**src/rtl/bsa_pkg.sv**
```systemverilog
`default_nettype none

package bsa_pkg;

	localparam int SLOT_SIZE_W = 13;
	localparam int CFG_SLOTS_W = 10;
	localparam int REQ_W       = 16;
	localparam int SLOT_NUM_W  = 9;
	localparam int STATUS_W    = 2;
	localparam int OFFSET_W    = 21;
	localparam int IN_USE_W    = 10;
	localparam int APB_ADDR_W  = 4;
	localparam int APB_DATA_W  = 32;

	localparam logic [SLOT_SIZE_W-1:0] SLOT_SIZE_RST = 13'd16;
	localparam logic [CFG_SLOTS_W-1:0] RESERVED_RST  = 10'd0;
	localparam logic [CFG_SLOTS_W-1:0] ACTIVE_RST    = 10'd512;

	typedef enum logic [1:0] {
		REG_SLOT_SIZE = 2'd0,
		REG_RESERVED  = 2'd1,
		REG_ACTIVE    = 2'd2,
		REG_NONE      = 2'd3
	} reg_idx_t;

	typedef enum logic [0:0] {
		OP_ALLOC = 1'b0,
		OP_FREE  = 1'b1
	} op_t;

	typedef enum logic [STATUS_W-1:0] {
		STS_OK        = 2'd0,
		STS_NO_FREE   = 2'd1,
		STS_TOO_LARGE = 2'd2,
		STS_BAD_FREE  = 2'd3
	} status_t;

	typedef enum logic [4:0] {
		ST_IDLE = 5'b00001,
		ST_SCAN = 5'b00010,
		ST_FCHK = 5'b00100,
		ST_MUL  = 5'b01000,
		ST_RESP = 5'b10000
	} state_t;

	typedef struct packed {
		logic [SLOT_SIZE_W-1:0] slot_size;
		logic [CFG_SLOTS_W-1:0] reserved_slots;
		logic [CFG_SLOTS_W-1:0] active_slots;
	} cfg_t;

endpackage

`default_nettype wire

```
**src/rtl/bsa_ram.sv**
```systemverilog
`default_nettype none

module bsa_ram #(
	parameter int WIDTH = 64,
	parameter int DEPTH = 8
) (
	input  wire logic                                   clk,
	input  wire logic                                   we,
	input  wire logic [(DEPTH > 1 ? $clog2(DEPTH) : 1)-1:0] waddr,
	input  wire logic [WIDTH-1:0]                       wdata,
	input  wire logic                                   re,
	input  wire logic [(DEPTH > 1 ? $clog2(DEPTH) : 1)-1:0] raddr,
	output logic      [WIDTH-1:0]                       rdata
);

	logic [WIDTH-1:0] mem [DEPTH];

	always_ff @(posedge clk) begin
		if (we) begin
			mem[waddr] <= wdata;
		end
		if (re) begin
			rdata <= mem[raddr];
		end
	end

endmodule

`default_nettype wire

```
**src/rtl/bsa_cfg.sv**
```systemverilog
`default_nettype none

module bsa_cfg
	import bsa_pkg::*;
(
	input  wire logic                  clk,
	input  wire logic                  arst_n,
	input  wire logic                  psel,
	input  wire logic                  penable,
	input  wire logic                  pwrite,
	input  wire logic [APB_ADDR_W-1:0] paddr,
	input  wire logic [APB_DATA_W-1:0] pwdata,
	output logic      [APB_DATA_W-1:0] prdata,
	output logic                       pready,
	output cfg_t                       cfg
);

	cfg_t     cfg_q;
	reg_idx_t idx;
	logic     wr;

	assign idx    = reg_idx_t'(paddr[3:2]);
	assign wr     = psel & penable & pwrite;
	assign pready = 1'b1;
	assign cfg    = cfg_q;

	always_ff @(posedge clk or negedge arst_n) begin
		if (!arst_n) begin
			cfg_q.slot_size      <= SLOT_SIZE_RST;
			cfg_q.reserved_slots <= RESERVED_RST;
			cfg_q.active_slots   <= ACTIVE_RST;
		end else if (wr) begin
			case (idx)
				REG_SLOT_SIZE: cfg_q.slot_size      <= pwdata[SLOT_SIZE_W-1:0];
				REG_RESERVED:  cfg_q.reserved_slots <= pwdata[CFG_SLOTS_W-1:0];
				REG_ACTIVE:    cfg_q.active_slots   <= pwdata[CFG_SLOTS_W-1:0];
				default: ;
			endcase
		end
	end

	always_comb begin
		case (idx)
			REG_SLOT_SIZE: prdata = APB_DATA_W'(cfg_q.slot_size);
			REG_RESERVED:  prdata = APB_DATA_W'(cfg_q.reserved_slots);
			REG_ACTIVE:    prdata = APB_DATA_W'(cfg_q.active_slots);
			default:       prdata = '0;
		endcase
	end

endmodule

`default_nettype wire

```
**src/rtl/bsa_scan.sv**
```systemverilog
`default_nettype none

// Window mask on one bitmap word, then lowest set bit.
module bsa_scan #(
	parameter int WORD_BITS = 64
) (
	input  wire logic [WORD_BITS-1:0]         word,
	input  wire logic                         lo_en,
	input  wire logic [$clog2(WORD_BITS)-1:0] lo_bit,
	input  wire logic                         hi_en,
	input  wire logic [$clog2(WORD_BITS)-1:0] hi_bit,
	output logic                              hit,
	output logic      [$clog2(WORD_BITS)-1:0] idx
);

	localparam int L = $clog2(WORD_BITS);

	logic [WORD_BITS-1:0] ones;
	logic [WORD_BITS-1:0] lo_mask;
	logic [WORD_BITS-1:0] hi_mask;
	logic [WORD_BITS-1:0] masked;

	assign ones    = '1;
	assign lo_mask = lo_en ? (ones << lo_bit) : ones;
	// bits up to and including hi_bit
	assign hi_mask = hi_en ? (ones >> (~hi_bit)) : ones;
	assign masked  = word & lo_mask & hi_mask;
	assign hit     = |masked;

	always_comb begin
		idx = '0;
		for (int i = WORD_BITS - 1; i >= 0; i--) begin
			if (masked[i]) begin
				idx = L'(i);
			end
		end
	end

endmodule

`default_nettype wire

```
**src/rtl/bitmap_slot_allocator.sv**
```systemverilog
// Fixed-size slot allocator over a free bitmap held in a RAM.
// Input stream s_*: one request per beat, operation in s_tuser (0 allocate,
// 1 free), request_size and slot_number in s_tdata. Output stream m_*: one
// response per request, status in m_tuser, slot, offset and use count in
// m_tdata. APB port holds slot_size, reserved_slots, active_slots.
// Requests are handled one at a time; s_tready is high only while idle.
// Allocate: reads bitmap words one word per cycle from the first word of the
// window, stopping at the first word with a free bit in the window or at the
// last window word, then does the offset multiply and loads the response; the
// next request is accepted in the cycle after the response is loaded. Free:
// check and write back, multiply, load. Rejected requests skip the RAM and go
// straight to the multiply and the response load.
// Reset sets every slot free through per-word valid bits (no clearing pass),
// clears the count and loads register defaults. A stalled response sits in
// the output register; the next request is accepted and worked on, then
// waits in the response state until the register frees up.
// WORD_BITS must be a power of two.
`default_nettype none

module bitmap_slot_allocator
	import bsa_pkg::*;
#(
	parameter int NUM_SLOTS = 512,
	parameter int WORD_BITS = 64
) (
	input  wire logic                  clk,
	input  wire logic                  arst_n,
	input  wire logic                  s_tvalid,
	output logic                       s_tready,
	// [15:0] request_size, [24:16] slot_number, [31:25] zero
	input  wire logic [31:0]           s_tdata,
	// [0] operation
	input  wire logic [0:0]            s_tuser,
	output logic                       m_tvalid,
	input  wire logic                  m_tready,
	// [8:0] granted_slot, [29:9] byte_offset, [30] run_empty,
	// [40:31] slots_in_use, [47:41] zero
	output logic      [47:0]           m_tdata,
	// [1:0] status
	output logic      [1:0]            m_tuser,
	input  wire logic                  psel,
	input  wire logic                  penable,
	input  wire logic                  pwrite,
	input  wire logic [APB_ADDR_W-1:0] paddr,
	input  wire logic [APB_DATA_W-1:0] pwdata,
	output logic      [APB_DATA_W-1:0] prdata,
	output logic                       pready
);

	localparam int L         = $clog2(WORD_BITS);
	localparam int NUM_WORDS = (NUM_SLOTS + WORD_BITS - 1) / WORD_BITS;
	localparam int AW        = NUM_WORDS > 1 ? $clog2(NUM_WORDS) : 1;
	localparam int SW        = $clog2(NUM_SLOTS);
	localparam int CNTW      = $clog2(NUM_SLOTS + 1);
	localparam int LW        = CNTW > CFG_SLOTS_W ? CNTW : CFG_SLOTS_W;
	localparam int PW        = SW + SLOT_SIZE_W;

	cfg_t cfg;

	bsa_cfg u_cfg (
		.clk    (clk),
		.arst_n (arst_n),
		.psel   (psel),
		.penable(penable),
		.pwrite (pwrite),
		.paddr  (paddr),
		.pwdata (pwdata),
		.prdata (prdata),
		.pready (pready),
		.cfg    (cfg)
	);

	// window bounds
	logic [LW-1:0] active_ext, limit, reserved_ext, lm1;
	logic          window_empty;
	logic [AW-1:0] r_word, l_word;
	logic [L-1:0]  r_bit, l_bit;

	assign active_ext   = LW'(cfg.active_slots);
	assign limit        = (active_ext > LW'(NUM_SLOTS)) ? LW'(NUM_SLOTS) : active_ext;
	assign reserved_ext = LW'(cfg.reserved_slots);
	assign window_empty = reserved_ext >= limit;
	assign lm1          = limit - LW'(1);
	assign r_word       = AW'(reserved_ext >> L);
	assign r_bit        = reserved_ext[L-1:0];
	assign l_word       = AW'(lm1 >> L);
	assign l_bit        = lm1[L-1:0];

	// request decode
	op_t                 op;
	logic [REQ_W-1:0]    req;
	logic [LW-1:0]       num_ext;
	logic                too_large, bad_free;

	assign op        = op_t'(s_tuser[0]);
	assign req       = s_tdata[15:0];
	assign num_ext   = LW'(s_tdata[24:16]);
	assign too_large = req > REQ_W'(cfg.slot_size);
	assign bad_free  = (num_ext < reserved_ext) || (num_ext >= limit);

	state_t               state_q;
	logic [AW-1:0]        cur_w_q;
	logic [L-1:0]         bit_q;
	status_t              status_q;
	logic [SW-1:0]        slot_q;
	logic [PW-1:0]        prod_q;
	logic [CNTW-1:0]      cnt_q;
	logic [NUM_WORDS-1:0] wv_q;
	logic                 rd_valid_s1;

	logic                  out_valid_q;
	status_t               out_status_q;
	logic [SLOT_NUM_W-1:0] out_slot_q;
	logic [OFFSET_W-1:0]   out_off_q;
	logic                  out_empty_q;
	logic [IN_USE_W-1:0]   out_cnt_q;

	// bitmap RAM
	logic                 ram_we, ram_re;
	logic [AW-1:0]        ram_waddr, ram_raddr;
	logic [WORD_BITS-1:0] ram_wdata, ram_rdata, word;

	bsa_ram #(
		.WIDTH(WORD_BITS),
		.DEPTH(NUM_WORDS)
	) u_map (
		.clk  (clk),
		.we   (ram_we),
		.waddr(ram_waddr),
		.wdata(ram_wdata),
		.re   (ram_re),
		.raddr(ram_raddr),
		.rdata(ram_rdata)
	);

	// never-written words read as all free
	assign word = rd_valid_s1 ? ram_rdata : '1;

	logic         hit;
	logic [L-1:0] hit_idx;

	bsa_scan #(
		.WORD_BITS(WORD_BITS)
	) u_scan (
		.word  (word),
		.lo_en (cur_w_q == r_word),
		.lo_bit(r_bit),
		.hi_en (cur_w_q == l_word),
		.hi_bit(l_bit),
		.hit   (hit),
		.idx   (hit_idx)
	);

	logic accept, out_load;

	assign s_tready = state_q == ST_IDLE;
	assign accept   = s_tvalid & s_tready;
	assign out_load = (state_q == ST_RESP) && (!out_valid_q || m_tready);

	always_comb begin
		ram_re    = 1'b0;
		ram_raddr = cur_w_q;
		ram_we    = 1'b0;
		ram_waddr = cur_w_q;
		ram_wdata = word;
		case (state_q)
			ST_IDLE: begin
				if (accept) begin
					if (op == OP_ALLOC) begin
						ram_re    = !too_large && !window_empty;
						ram_raddr = r_word;
					end else begin
						ram_re    = !bad_free;
						ram_raddr = AW'(num_ext >> L);
					end
				end
			end
			ST_SCAN: begin
				if (hit) begin
					ram_we    = 1'b1;
					ram_wdata = word & ~(WORD_BITS'(1) << hit_idx);
				end else if (cur_w_q != l_word) begin
					ram_re    = 1'b1;
					ram_raddr = cur_w_q + AW'(1);
				end
			end
			ST_FCHK: begin
				ram_we    = !word[bit_q];
				ram_wdata = word | (WORD_BITS'(1) << bit_q);
			end
			default: ;
		endcase
	end

	always_ff @(posedge clk or negedge arst_n) begin
		if (!arst_n) begin
			state_q     <= ST_IDLE;
			cnt_q       <= '0;
			wv_q        <= '0;
			rd_valid_s1 <= 1'b0;
			out_valid_q <= 1'b0;
		end else begin
			if (ram_re) begin
				rd_valid_s1 <= wv_q[ram_raddr];
			end
			if (ram_we) begin
				wv_q[ram_waddr] <= 1'b1;
			end
			if (out_load) begin
				out_valid_q <= 1'b1;
			end else if (m_tready) begin
				out_valid_q <= 1'b0;
			end
			case (state_q)
				ST_IDLE: begin
					if (accept) begin
						if (op == OP_ALLOC) begin
							state_q <= (too_large || window_empty) ? ST_MUL : ST_SCAN;
						end else begin
							state_q <= bad_free ? ST_MUL : ST_FCHK;
						end
					end
				end
				ST_SCAN: begin
					if (hit) begin
						cnt_q   <= cnt_q + CNTW'(1);
						state_q <= ST_MUL;
					end else if (cur_w_q == l_word) begin
						state_q <= ST_MUL;
					end
				end
				ST_FCHK: begin
					if (!word[bit_q] && cnt_q != '0) begin
						cnt_q <= cnt_q - CNTW'(1);
					end
					state_q <= ST_MUL;
				end
				ST_MUL: begin
					state_q <= ST_RESP;
				end
				ST_RESP: begin
					if (out_load) begin
						state_q <= ST_IDLE;
					end
				end
				default: begin
					state_q <= ST_IDLE;
				end
			endcase
		end
	end

	always_ff @(posedge clk) begin
		case (state_q)
			ST_IDLE: begin
				if (accept) begin
					slot_q <= '0;
					if (op == OP_ALLOC) begin
						cur_w_q  <= r_word;
						status_q <= too_large ? STS_TOO_LARGE : STS_NO_FREE;
					end else begin
						cur_w_q  <= AW'(num_ext >> L);
						bit_q    <= num_ext[L-1:0];
						status_q <= STS_BAD_FREE;
					end
				end
			end
			ST_SCAN: begin
				if (hit) begin
					slot_q   <= SW'((LW'(cur_w_q) << L) | LW'(hit_idx));
					status_q <= STS_OK;
				end else if (cur_w_q != l_word) begin
					cur_w_q <= cur_w_q + AW'(1);
				end
			end
			ST_FCHK: begin
				if (!word[bit_q]) begin
					status_q <= STS_OK;
				end
			end
			ST_MUL: begin
				prod_q <= PW'(slot_q) * PW'(cfg.slot_size);
			end
			default: ;
		endcase
		if (out_load) begin
			out_status_q <= status_q;
			out_slot_q   <= SLOT_NUM_W'(slot_q);
			out_off_q    <= OFFSET_W'(prod_q);
			out_empty_q  <= cnt_q == '0;
			out_cnt_q    <= IN_USE_W'(cnt_q);
		end
	end

	assign m_tvalid = out_valid_q;
	assign m_tuser  = out_status_q;
	assign m_tdata  = {7'b0, out_cnt_q, out_empty_q, out_off_q, out_slot_q};

`ifndef NO_ASSERTIONS
	a_cnt_bound: assert property (@(posedge clk) disable iff (!arst_n)
		cnt_q <= CNTW'(NUM_SLOTS))
		else $error("slot count above slot total");

	a_write_counts: assert property (@(posedge clk) disable iff (!arst_n)
		ram_we |=> cnt_q != $past(cnt_q))
		else $error("bitmap written without count change");

	a_no_rw_clash: assert property (@(posedge clk) disable iff (!arst_n)
		!(ram_we && ram_re))
		else $error("bitmap read and write in one cycle");

	a_grant_ok: assert property (@(posedge clk) disable iff (!arst_n)
		(m_tvalid && m_tuser != STS_OK) |-> (m_tdata[29:0] == 30'd0))
		else $error("slot or offset on a failed response");
`endif

endmodule

`default_nettype wire
```
**config.mk**
```make
export PLATFORM = sky130hd
export DESIGN_NAME = bitmap_slot_allocator
export DESIGN_NICKNAME = d
export VERILOG_FILES = /design/src/rtl/bsa_pkg.sv /design/src/rtl/bsa_ram.sv /design/src/rtl/bsa_cfg.sv /design/src/rtl/bsa_scan.sv /design/src/rtl/bitmap_slot_allocator.sv
export SDC_FILE = /design/constraint.sdc
export NUM_CORES = 2
export LEC_CHECK = 0
export BUFFER_PORTS_ARGS = -buffer_cell sky130_fd_sc_hd__buf_4
export CELL_PAD_IN_SITES_DETAIL_PLACEMENT = 0
export CELL_PAD_IN_SITES_GLOBAL_PLACEMENT = 2
export CORE_ASPECT_RATIO = 0.7
export CORE_UTILIZATION = 40
export DETAILED_ROUTE_END_ITERATION = 16
export GPL_ROUTABILITY_DRIVEN = 1
export PLACE_DENSITY_LB_ADDON = 0.1
export SLEW_MARGIN = 10
export SYNTH_ARGS = -nofsm -noshare
export SYNTH_HDL_FRONTEND = slang
export SYNTH_SLANG_ARGS = --single-unit
```
**constraint.sdc**
```tcl
create_clock -name clk -period 9.7 [get_ports clk]
set_input_delay 1.94 -clock clk [delete_from_list [all_inputs] [get_ports clk]]
set_output_delay 1.94 -clock clk [all_outputs]
set_load 0.02 [all_outputs]
```
* Yosys cells after proc, flatten, opt, wreduce, memory -nomap -nowiden
Memory sizes are Yosys's and may differ from the RTL's. A register that Yosys moved wholly into a read port is not among the register bits.
Cells that the tools add are included.
** Word-level totals
- Bits in writable memories :: 512
- Flip-flop bits (word level) :: 142
- Input bits :: 76
- Memories :: 1
** Cells by class
- Reduce and logical (&&, ||, !) cells :: 28
- Add/sub/neg operators :: 4
- Shift-type cells :: 4
- Bitwise gates (word level) :: 11
- $lt $le $gt $ge :: 9
- Equality and inequality tests :: 16
- Mux-type cells :: 113
- Multipliers :: 1
** Memory list
- u_map.mem :: depth 8, bits a word 64, rd ports 1, clocked after memory_dff 1, write ports 1, RTL line bsa_ram.sv:16 : logic [WIDTH-1:0] mem [DEPTH];
** Operator list (number)
- two-way mux 6 bit :: 64
- two-way mux 64 bit :: 4
- AND 64 bit :: 3
- one-hot mux 64 bit (2 select lines) :: 1
- << shifter 1 x 6 -> 64 bit, first input constant :: 2
- NOT 64 bit :: 1
- OR 64 bit :: 1
- OR reduction 64 bit :: 1
- << shifter 64 x 6 -> 64 bit, first input constant :: 1
- >> shifter 64 x 6 -> 64 bit, first input constant :: 1
- one-hot mux 13 bit (3 select lines) :: 1
- two-way mux 10 bit :: 3
- one-hot mux 5 bit (5 select lines) :: 1
- multiplier 9 x 13 -> 21 bit :: 1
- two-way mux 5 bit :: 4
- one-hot mux 10 bit (2 select lines) :: 1
- two-way mux 9 bit :: 2
- one-hot mux 9 bit (2 select lines) :: 1
- greater-than comparator 16 x 13 -> 1 bit :: 1
- two-way mux 1 bit :: 12
- two-way mux 3 bit :: 4
- two-way mux 4 bit :: 3
- AND reduction 3 bit :: 4
- adder 10 x 1 -> 10 bit, second input constant :: 1
- 43 further kinds :: 68

* Depth between registers and ports, before layout
- Word-level depth :: 76
- Mapped depth :: 25
- Mapped depth without buffers :: 24

* Cells and area by module
A second synthesis with hierarchy kept.
** Second synthesis, totals
- Cell total of the unflattened synthesis :: 2578
- Area, all modules :: 36890.4 um2
** By module, submodules not included
- bsa_ram :: cells each 816, sequential area each 17296.6 um2, instances 1, area each 21187.8 um2
- bitmap_slot_allocator :: cells each 1202, sequential area each 3119.2 um2, instances 1, area each 11160.7 um2
- bsa_scan :: cells each 425, sequential area each 0.0 um2, instances 1, area each 2839.0 um2
- bsa_cfg :: cells each 135, sequential area each 828.3 um2, instances 1, area each 1702.9 um2

* Worst setup path after synthesis
Ideal clock, no wire load.
- Path kind :: register to register
- Start point :: register u_cfg.cfg_q (netlist bit u_cfg.cfg[9])
- End point :: register wv_q[2]
- Slack :: 1.035 ns
- Buffers on the path :: 3
- Required time :: 9.608 ns
- Stages on the path, launching flop included :: 19
- Library setup time :: 0.092 ns
- Arrival :: 8.573 ns
- Cell sequence :: dfstp_2 > buf_2 > inv_1 > clkbuf_1 > nand2_1 > ha_1 > clkbuf_1 > nor2b_1 > a21o_1 > nor3_1 > nand2_1 > a221oi_1 > nor3_1 > nand4_1 > nor4_4 > nor2_1 > o21ai_0 > nor3_1 > or2_2
** Between the ends
- Longest elaborated chain between the ends :: 10
- Elaborated cells on any way between the ends :: 11
- Classes of those cells :: add/sub (1); order compare (1); eq/ne (1); shift (1); mux (4); bitwise (2); reduce/logical (1)
** RTL lines
- start: declaration :: RTL line bsa_cfg.sv:18 : cfg_t cfg_q;
- greater-than comparator 10 bit (*) :: RTL line bitmap_slot_allocator.sv:80 : assign limit = (active_ext > LW'(NUM_SLOTS)) ? LW'(NUM_SLOTS) : active_ext;
- two-way mux 10 bit (*) :: RTL line bitmap_slot_allocator.sv:80
- subtractor 9 x 1 -> 9 bit (*) :: RTL line bitmap_slot_allocator.sv:83 : assign lm1 = limit - LW'(1);
- NOT 6 bit :: RTL line bsa_scan.sv:26 : assign hi_mask = hi_en ? (ones >> (~hi_bit)) : ones;
- >> shifter 64 x 6 -> 64 bit :: RTL line bsa_scan.sv:26
- two-way mux 64 bit (*) :: RTL line bsa_scan.sv:26
- AND 64 bit (*) :: RTL line bsa_scan.sv:27 : assign masked = word & lo_mask & hi_mask;
- OR reduction 64 bit (*) :: RTL line bsa_scan.sv:28 : assign hit = |masked;
- two-way mux 1 bit (*) :: RTL line bitmap_slot_allocator.sv:179 : if (hit) begin
- one-hot mux 1 bit (2 select lines) (*) :: RTL line bitmap_slot_allocator.sv:166 : case (state_q)
- end signal: assignment :: RTL line bitmap_slot_allocator.sv:199 : wv_q <= '0;
- end signal: indexed assignment :: RTL line bitmap_slot_allocator.sv:207 : wv_q[ram_waddr] <= 1'b1;
- end: declaration :: RTL line bitmap_slot_allocator.sv:108 : logic [NUM_WORDS-1:0] wv_q;
Mark *: on every way between the ends. The rest lies on a longest branch, timed or not.
A chain may end at the register's enable or synchronous reset.

* Worst setup path after layout
- Start point :: register u_cfg.cfg_q (netlist bit u_cfg.cfg[9])
- End point :: memory u_map.mem[0][28] (data pin)
** Between the ends
- Longest elaborated chain between the ends :: 76
- Elaborated cells on any way between the ends :: 78
- Classes of those cells :: add/sub (1); order compare (1); eq/ne (1); shift (2); mux (68); bitwise (4); reduce/logical (1)
** RTL lines
- greater-than comparator 10 bit (*) :: RTL line bitmap_slot_allocator.sv:80
- two-way mux 10 bit (*) :: RTL line bitmap_slot_allocator.sv:80
- subtractor 9 x 1 -> 9 bit (*) :: RTL line bitmap_slot_allocator.sv:83
- NOT 6 bit :: RTL line bsa_scan.sv:26
- >> shifter 64 x 6 -> 64 bit :: RTL line bsa_scan.sv:26
- two-way mux 64 bit (*) :: RTL line bsa_scan.sv:26
- AND 64 bit (*) :: RTL line bsa_scan.sv:27
- two-way mux 6 bit (64 in a row) :: RTL line bsa_scan.sv:33 : if (masked[i]) begin
- << shifter 1 x 6 -> 64 bit :: RTL line bitmap_slot_allocator.sv:181 : ram_wdata = word & ~(WORD_BITS'(1) << hit_idx);
- NOT 64 bit :: RTL line bitmap_slot_allocator.sv:181
- AND 64 bit :: RTL line bitmap_slot_allocator.sv:181
- two-way mux 64 bit (*) :: RTL line bitmap_slot_allocator.sv:179
- one-hot mux 64 bit (2 select lines) (*) :: RTL line bitmap_slot_allocator.sv:166
- named net ram_wdata[28] :: RTL line bitmap_slot_allocator.sv:121 : logic [WORD_BITS-1:0] ram_wdata, ram_rdata, word;
- end: declaration :: RTL line bsa_ram.sv:16
Mark *: on every way through the listed nets, which the timed path passes. The rest lies on a longest branch.

==> impl_metrics.toml <==
[drt]
finalWirelength_mm = 141
drt-wirelength-per-cell_um = 29.4
vias_per_cell = 6.03
first_pass_iters = 6
drc_errors = 0
drt-initial-drc-count = 3652
vias = 28900
ant_nets = 0

[worst_setup_path]
cp-start-kind = "register"
end_kind = "register"
crit_required_ns = 10.06
arrival_ns = 8.19
r2r_cells = 17
crit_path_max_fanout = 21
crit_type = "register to register"

[clock_tree]
hold_buffers = 0
postCtsResizedCells = 0
clkLatencyLatePin_ns = 0.67
htree_levels = 3
clkSlewWorstSetupHoldPaths_ns = 0.06
cts_setup_buffers = 0
cts_buffer_depth = 3
clock-sinks = 718
cts_buffers = 75
cts_tree = "done"
cts-root-buf = "clkbuf_16"

[logic_synthesis]
syn_inst = 3470
synth_edf_count = 657
synthArstFlopShare_pct = 8.08
synth-adder-area-share_pct = 7.07
ys.flop_type = "edfxtp_1"
syn_area_um2 = 38300
ys_ff_latch = 718
yosysUniqueCellTypes = 101
synthSimpleGateAreaFrac_pct = 16.4
synthMuxAreaShare_pct = 2.13
synthXorXnorAreaFrac_pct = 0.799
yosysWarningCount = 0
synth_top_family_by_area = "simple AND/OR/NAND/NOR gates"
synth-seq-area-share_pct = 55.4
synth_compound_area_share_pct = 13.5
synth_area_per_cell_um2 = 11.0

[global_route]
grt_pass1_vias = 27600
globalRouteTotalUtil_pct = 29.2
grt_pass1_wl_mm = 203
grt-ovfl-total = 0
grt_antenna_before_repair = 8
grt_max_degree = 131

[sta]
clock.fmax_ghz = 0.128
rsz0062_at_grt = "false"
finalCritPeriodShare_pct = 80.7
skew_ns = 0.0317
setup_viol = 0
slew_violations = 0
finalCriticalPeriod_ns = 7.83
worst_slew_pin_slew_ns = 1.33
relSlewSlack_pct = 10.3
whs_ns = 0.417
tns_ns = 0
setup_ws_ns = 1.87
final_hold_viol_count = 0

[place]
place.gp.congestion = 1.00
dpl_cell_area_um2 = 40400
dp_hpwl_mm = 95.1
dp_slack_ns = 2.20
port_buffers = 105

[floorplanning]
rows = 94
die_area_um2 = 97100
die_h_um = 261
start_util_pct = 40.6
ios = 161
die_x_um = 372
core-area_um2 = 94400

[finish]
fin_util_pct = 45.3
nNetsFinal = 3741
syn2layout_area_growth_pct = 11.7
drive_gt1_share_pct = 11.1
multi_input_comb_area_um2 = 15600
final_cell_mix = "edfxtp_1 (657), nand2_1 (590), o21ai_0 (240), nand3_1 (237), buf_4 (170)"
n_fill_cell = 8725
seq_area_um2 = 21200
final_common_cell = "edfxtp_1"
final_area_um2 = 42800

[hold_path]
worstHoldPathType = "register to register"
hold_depth = 0

[outcome]
status = "finished, final reports clean"

[power]
peakVddDrop_v = 0.000344
powerDensity_nw_per_um2 = 349
leakagePower_nw = 15.7

[flow_run]
cap_violations = 0
-- power by group --
| group | switching [W] | total (W) | internal (W) |
|---|---|---|---|
| Combinational | 0.00514 | 0.00779 | 0.00265 |
| Clock | 0.00122 | 0.00286 | 0.00164 |
| Sequential | 0.000288 | 0.00430 | 0.00401 |
| Total | 0.00665 | 0.0149 | 0.00830 |
-- final timing paths --
kind | to | slack [ns] | start
worst max-delay path | u_map.mem[0][28] | 1.87 | u_cfg.cfg[9]
worst min-delay path | out_off_q[12] | 0.42 | prod_q[12]
worst max register to register | u_map.mem[0][28] | 1.87 | u_cfg.cfg[9]
worst min register to register | out_off_q[12] | 0.42 | prod_q[12]
max in group asynchronous | cnt_q[2] | 7.78 | arst_n
min in group asynchronous | u_cfg.cfg[18] | 1.37 | arst_n
-- final cells by class --
type	count	area share (%)
multi-input cells	2378	36.3
clock buffers	97	4.80
clock inverters	33	0.827
well taps	1248	3.65
flip-flops and latches	718	49.6
repair buffers	182	3.54
inverters	140	1.24
diodes	2	0.0117
-- layer usage --
metal	up-vias	global-route usage (%)	share of wire, %
li1	12700	-	-
met1	14800	45.5	48
met2	1208	41.6	42
met3	149	6.20	8.3
met4	4	5.20	1.5
met5	-	0	0.019
-- per-stage QoR --
stage               cells  total power [W]
finish               4798           0.0149
global route         4796           0.0159
CTS                  4796           0.0150
detailed placement   4666           0.0121
global placement     4666           0.0120
floorplan            3495          0.00950
-- critical path, stage by stage (launching register included) --
cell and delay, ns:
dfstp_2 0.81, inv_1 0.35, nand2_1 0.26, ha_1 0.41, nor2b_1 0.12, a21o_1 0.25
nor2_1 0.48, buf_4 0.38, a22oi_1 0.10, o21ai_0 0.58, a221o_1 0.29, o2111ai_1 0.16
nand4_1 0.13, a31oi_1 0.12, a2111oi_2 0.93, nor3_1 0.41, nor2_1 0.94, a221o_1 0.72
-- Yosys cell counts (78+ instances only) --
cell / number / share of area, %
a21oi_1: 114 / 1.5
nand2_1: 590 / 5.8
clkbuf_1: 135 / 1.3
edfxtp_1: 657 / 51
buf_2: 79 / 1.0
inv_1: 134 / 1.3
nand3_1: 237 / 3.1
ha_1: 92 / 3.0
fa_1: 78 / 4.1
nor2_1: 141 / 1.4
o21ai_0: 245 / 3.2
-- registers in the layout (all words and copies together) (netlist names), 9 cells and up --
signal and flops:
u_map.rdata 64, slot_q 9, out_slot_q 9, out_off_q 21, prod_q 21, out_cnt_q 10
u_map.mem 512, u_cfg.cfg 33, cnt_q 10
-- cell families after synthesis --
kind of cell | Yosys count
simple gates | 1325
buf+inv | 399
fa+ha+maj | 170
mux | 53
xor+xnor | 35
other cells | 2
flops | 718
compound gates | 768
Power figures use the tool's default switching activity.
